===== config.mk =====
export PLATFORM = sky130hd
export DESIGN_NAME = gsa_ram
export DESIGN_NICKNAME = d
export VERILOG_FILES = /design/src/design/gsa_ram.sv
export SDC_FILE = /design/constraint.sdc
export NUM_CORES = 2
export LEC_CHECK = 0
export ABC_CLOCK_PERIOD_IN_PS = 4000
export BUFFER_PORTS_ARGS = -buffer_cell sky130_fd_sc_hd__clkbuf_2
export CAP_MARGIN = 20
export CELL_PAD_IN_SITES_DETAIL_PLACEMENT = 0
export CELL_PAD_IN_SITES_GLOBAL_PLACEMENT = 2
export CORE_ASPECT_RATIO = 1.1
export CORE_MARGIN = 1
export CORE_UTILIZATION = 43
export DETAILED_ROUTE_END_ITERATION = 6
export GPL_ROUTABILITY_DRIVEN = 0
export HOLD_SLACK_MARGIN = 0.02
export PLACE_DENSITY = 0.66
export SETUP_SLACK_MARGIN = 0.3
export SYNTH_ARGS = -nofsm -noshare
export SYNTH_HDL_FRONTEND = slang
export SYNTH_SLANG_ARGS = --single-unit

===== constraint.sdc =====
create_clock -name clk -period 4 [get_ports clk]
set_clock_uncertainty 0.15 [all_clocks]
set_input_delay 1 -clock clk [delete_from_list [all_inputs] [get_ports clk]]
set_output_delay 1 -clock clk [all_outputs]
set_load 0.01 [all_outputs]

===== src/design/gsa_ram.sv =====
module gsa_ram #(
  parameter int WIDTH = 8,
  parameter int DEPTH = 256
) (
  input  logic                     clk,
  input  logic                     we,
  input  logic [$clog2(DEPTH)-1:0] waddr,
  input  logic [WIDTH-1:0]         wdata,
  input  logic [$clog2(DEPTH)-1:0] raddr,
  output logic [WIDTH-1:0]         rdata
);

  logic [WIDTH-1:0] mem [DEPTH];

  always_ff @(posedge clk) begin
    if (we) begin
      mem[waddr] <= wdata;
    end
    rdata <= mem[raddr];
  end

endmodule


==> results.yml <==
status:
  status: "finished, final reports clean"
sta:
  slew_viol_final: 0
  rsz0062_at_grt: "no"
  fin_crit_ns: 3.56
  finalSetupViolCount: 0
  max_slew_margin: 0.227
  max_freq_ghz: 0.281
  worstMarginPinSlew_ns: 1.15
  fin_crit_sh: 0.889
  fin_hold_ws_ns: 0.390
  hold_violations: 0
min_path:
  hold_class: "in2reg"
grt:
  grt_usage: 0.229
  grt_overflow: 0
  grt_pass1_wl_um: 301000
  antenna_found_initial: 6
  grt_pass1_vias: 40439
  grt_max_degree: 107
yosys:
  yosysMostFrequentCell: "edfxtp_1"
  yosysWarningCount: 0
  synth_xor_area_frac: 0
  synth_top_family_by_area: "multiplexers"
  synth_edf_count: 2048
  syn_nets: 3759
  ys_seq_area_frac: 0.775
  netlist_instances: 3733
  ys.flop_type: "edfxtp_1"
  async_flop_share: 0
  ys_top_cells_by_area: "edfxtp_1, mux4_2, mux2i_1"
  yosys.area_share.simple: 0.0263
  netlist.area_leader.share: 0.773
  muxShareOfSynthArea: 0.146
  yosys-top-cells-count: "edfxtp_1, mux4_2, nor2_1"
  yosysUniqueCellTypes: 55
  synth_fa_ha_area_frac: 0
  synth.avg_cell_area_um2: 21.3
  synth_compound_area_frac: 0.0342
  synth_area_mm2: 0.0796
  synth_area_leader_cell: "edfxtp_1"
  synth_seq_cells: 2056
drt:
  ant_nets: 0
  wl_per_cell_um: 30.8
  dr.pass1.iters: 6
  drc: 0
  wirelength_um: 211000
  drtIter0Drc: 4048
  vias: 39655
  vias_per_cell: 5.78
worst_setup_path:
  crit_family: "simple AND/OR/NAND/NOR gates"
  end_kind: "register"
  crit_path_start_kind: "input port"
  critical-path-max-stage-delay_ns: 0.89
  worstPathMaxFanout: 18
  path_common_cell: "buf_4"
  crit_chain: "buf_4 > buf_4 > nand3b_1 > o22ai_1 > o21ai_0 > nand3_1 > nor4_1 > buf_4 > nor4_1"
  crit_buf_inv: 3
  arrival_ns: 4.10
  slowest_stage: "nor4_1"
  crit_required_ns: 4.54
  crit_type: "in2reg"
cts:
  cts_buffer_depth: 3
  htreeDepth: 4
  clockRootBuffer: "clkbuf_16"
  clk_latency_ns: 0.85
  cts_tree: "built"
  cts_buffers: 206
  cts_hold_buf: 0
  clkTransAtPathRegs_ns: 0.06
  clock_sinks: 2056
finish:
  multi_input_area_mm2: 0.0165
  final_core_util: 0.504
  area_growth_pct: 16.3
  drive_gt1_frac: 0.299
  fill_cells: 14888
  nets: 4293
  seq_area_mm2: 0.0617
pwr:
  leakage_uw: 0.0295
  ir_worst_vdd_uv: 462
  powerDensity_mw_per_mm2: 483
job:
  cap_violations: 0
place:
  hpwl_um: 138000
  port_buffers: 33
die:
  io_pins: 34
  die_h_um: 453
  core-area_mm2: 0.184
  start_util: 0.433
  placementRows: 165
  die_w_um: 412
  die_area_mm2: 0.187
==> sequential cells by signal, summed over array words and instances (netlist names) <==
register / count
mem: 2048
rdata: 8
==> worst reg2reg max path: stages, from the launching register on <==
cell      delay [ns]
edfxtp_1        0.36
mux4_2          0.49
a22o_1          0.28
a221oi_1        0.32
o32ai_1         0.16
nor3_1          0.89
nor4_1          0.16
==> cell families after synthesis <==
logic type	Yosys count
AOI/OAI and AO/OA	385
buffers and inverters	235
DFF	2056
muxes	591
and+or+nand+nor	466
==> through the flow <==
stage	instances	setup TNS [ns]	worst slack, ns	total power (µW)	instance area [µm²]
2_1_floorplan	3733	0	0.912	25400	79600
3_3_place_gp	6480	-1.79	-0.409	26700	86100
3_5_place_dp	6480	-1.91	-0.503	26700	86100
4_1_cts	6858	0	0.381	45100	92500
5_1_grt	6859	0	0.438	46000	92500
6_report	6860	0	0.444	44700	92600
==> routing by layer <==
metal	GRT usage	wire, µm	vias up
met5	0	13	-
li1	-	-	16766
met4	0.0582	4670	2
met3	0.0324	11300	238
met2	0.372	104000	1196
met1	0.325	91200	21453
==> path summary, 6_finish.rpt <==
kind	from	to	slack [ns]	cells after the start
setup / recovery	raddr[3]	rdata[4]	0.44	9
hold / removal	wdata[7]	mem[88][7]	0.39	1
setup reg to reg	mem[83][3]	rdata[3]	1.01	6
hold reg to reg	mem[229][6]	rdata[6]	1.02	6
==> final cells by class <==
type	count	area share
multi-input combinational	1442	0.178
inverter	2	0.0000811
sequential	2056	0.666
tap	2421	0.0327
antenna	2	0.0000541
timing repair buffer	559	0.0532
clock inverter	135	0.0119
clock buffer	243	0.0574
==> repair_timing <==
| item | 4_1_cts | 5_1_grt |
|---|---|---|
| gates resized for setup | 0 | 1 |
| buffers inserted | 0 | 0 |
| endpoints found under the setup margin | 0 | 1 |
==> report_power, final <==
| group | internal [µW] | switching (µW) |
|---|---|---|
| registers | 23700 | 55.3 |
| logic | 893 | 1500 |
| clock network | 10400 | 8160 |
| total | 35000 | 9710 |
==> layout by cell type, fill, tap and decap left out, types with 4 or more instances in the layout <==
master / Yosys / final
nand2b_1: 8 / 8
nand2_1: 33 / 33
buf_8: 13 / 10
clkinv_1: 1 / 56
a211oi_1: 16 / 16
a221oi_1: 13 / 13
clkinv_2: 0 / 43
o221ai_1: 46 / 46
clkbuf_16: 0 / 207
inv_6: 0 / 7
a21oi_1: 96 / 96
bufinv_16: 0 / 14
nor4_1: 24 / 22
clkbuf_2: 0 / 21
buf_12: 8 / 56
buf_4: 27 / 472
nor2b_1: 31 / 28
nand4_1: 10 / 10
nand3_1: 34 / 31
o22ai_1: 28 / 28
and2_1: 6 / 4
clkinvlp_4: 0 / 8
a22o_1: 8 / 8
dfxtp_1: 8 / 8
o211ai_1: 10 / 10
mux2i_1: 134 / 134
o32ai_1: 4 / 4
mux4_2: 454 / 454
or2_2: 4 / 4
edfxtp_1: 2048 / 2048
o21ai_0: 10 / 10
a22oi_1: 133 / 133
nor3_1: 22 / 22
nor2_1: 282 / 279
nor4_2: 3 / 5
clkbuf_1: 111 / 36
o22a_1: 5 / 5
Power figures use the tool's default switching activity.
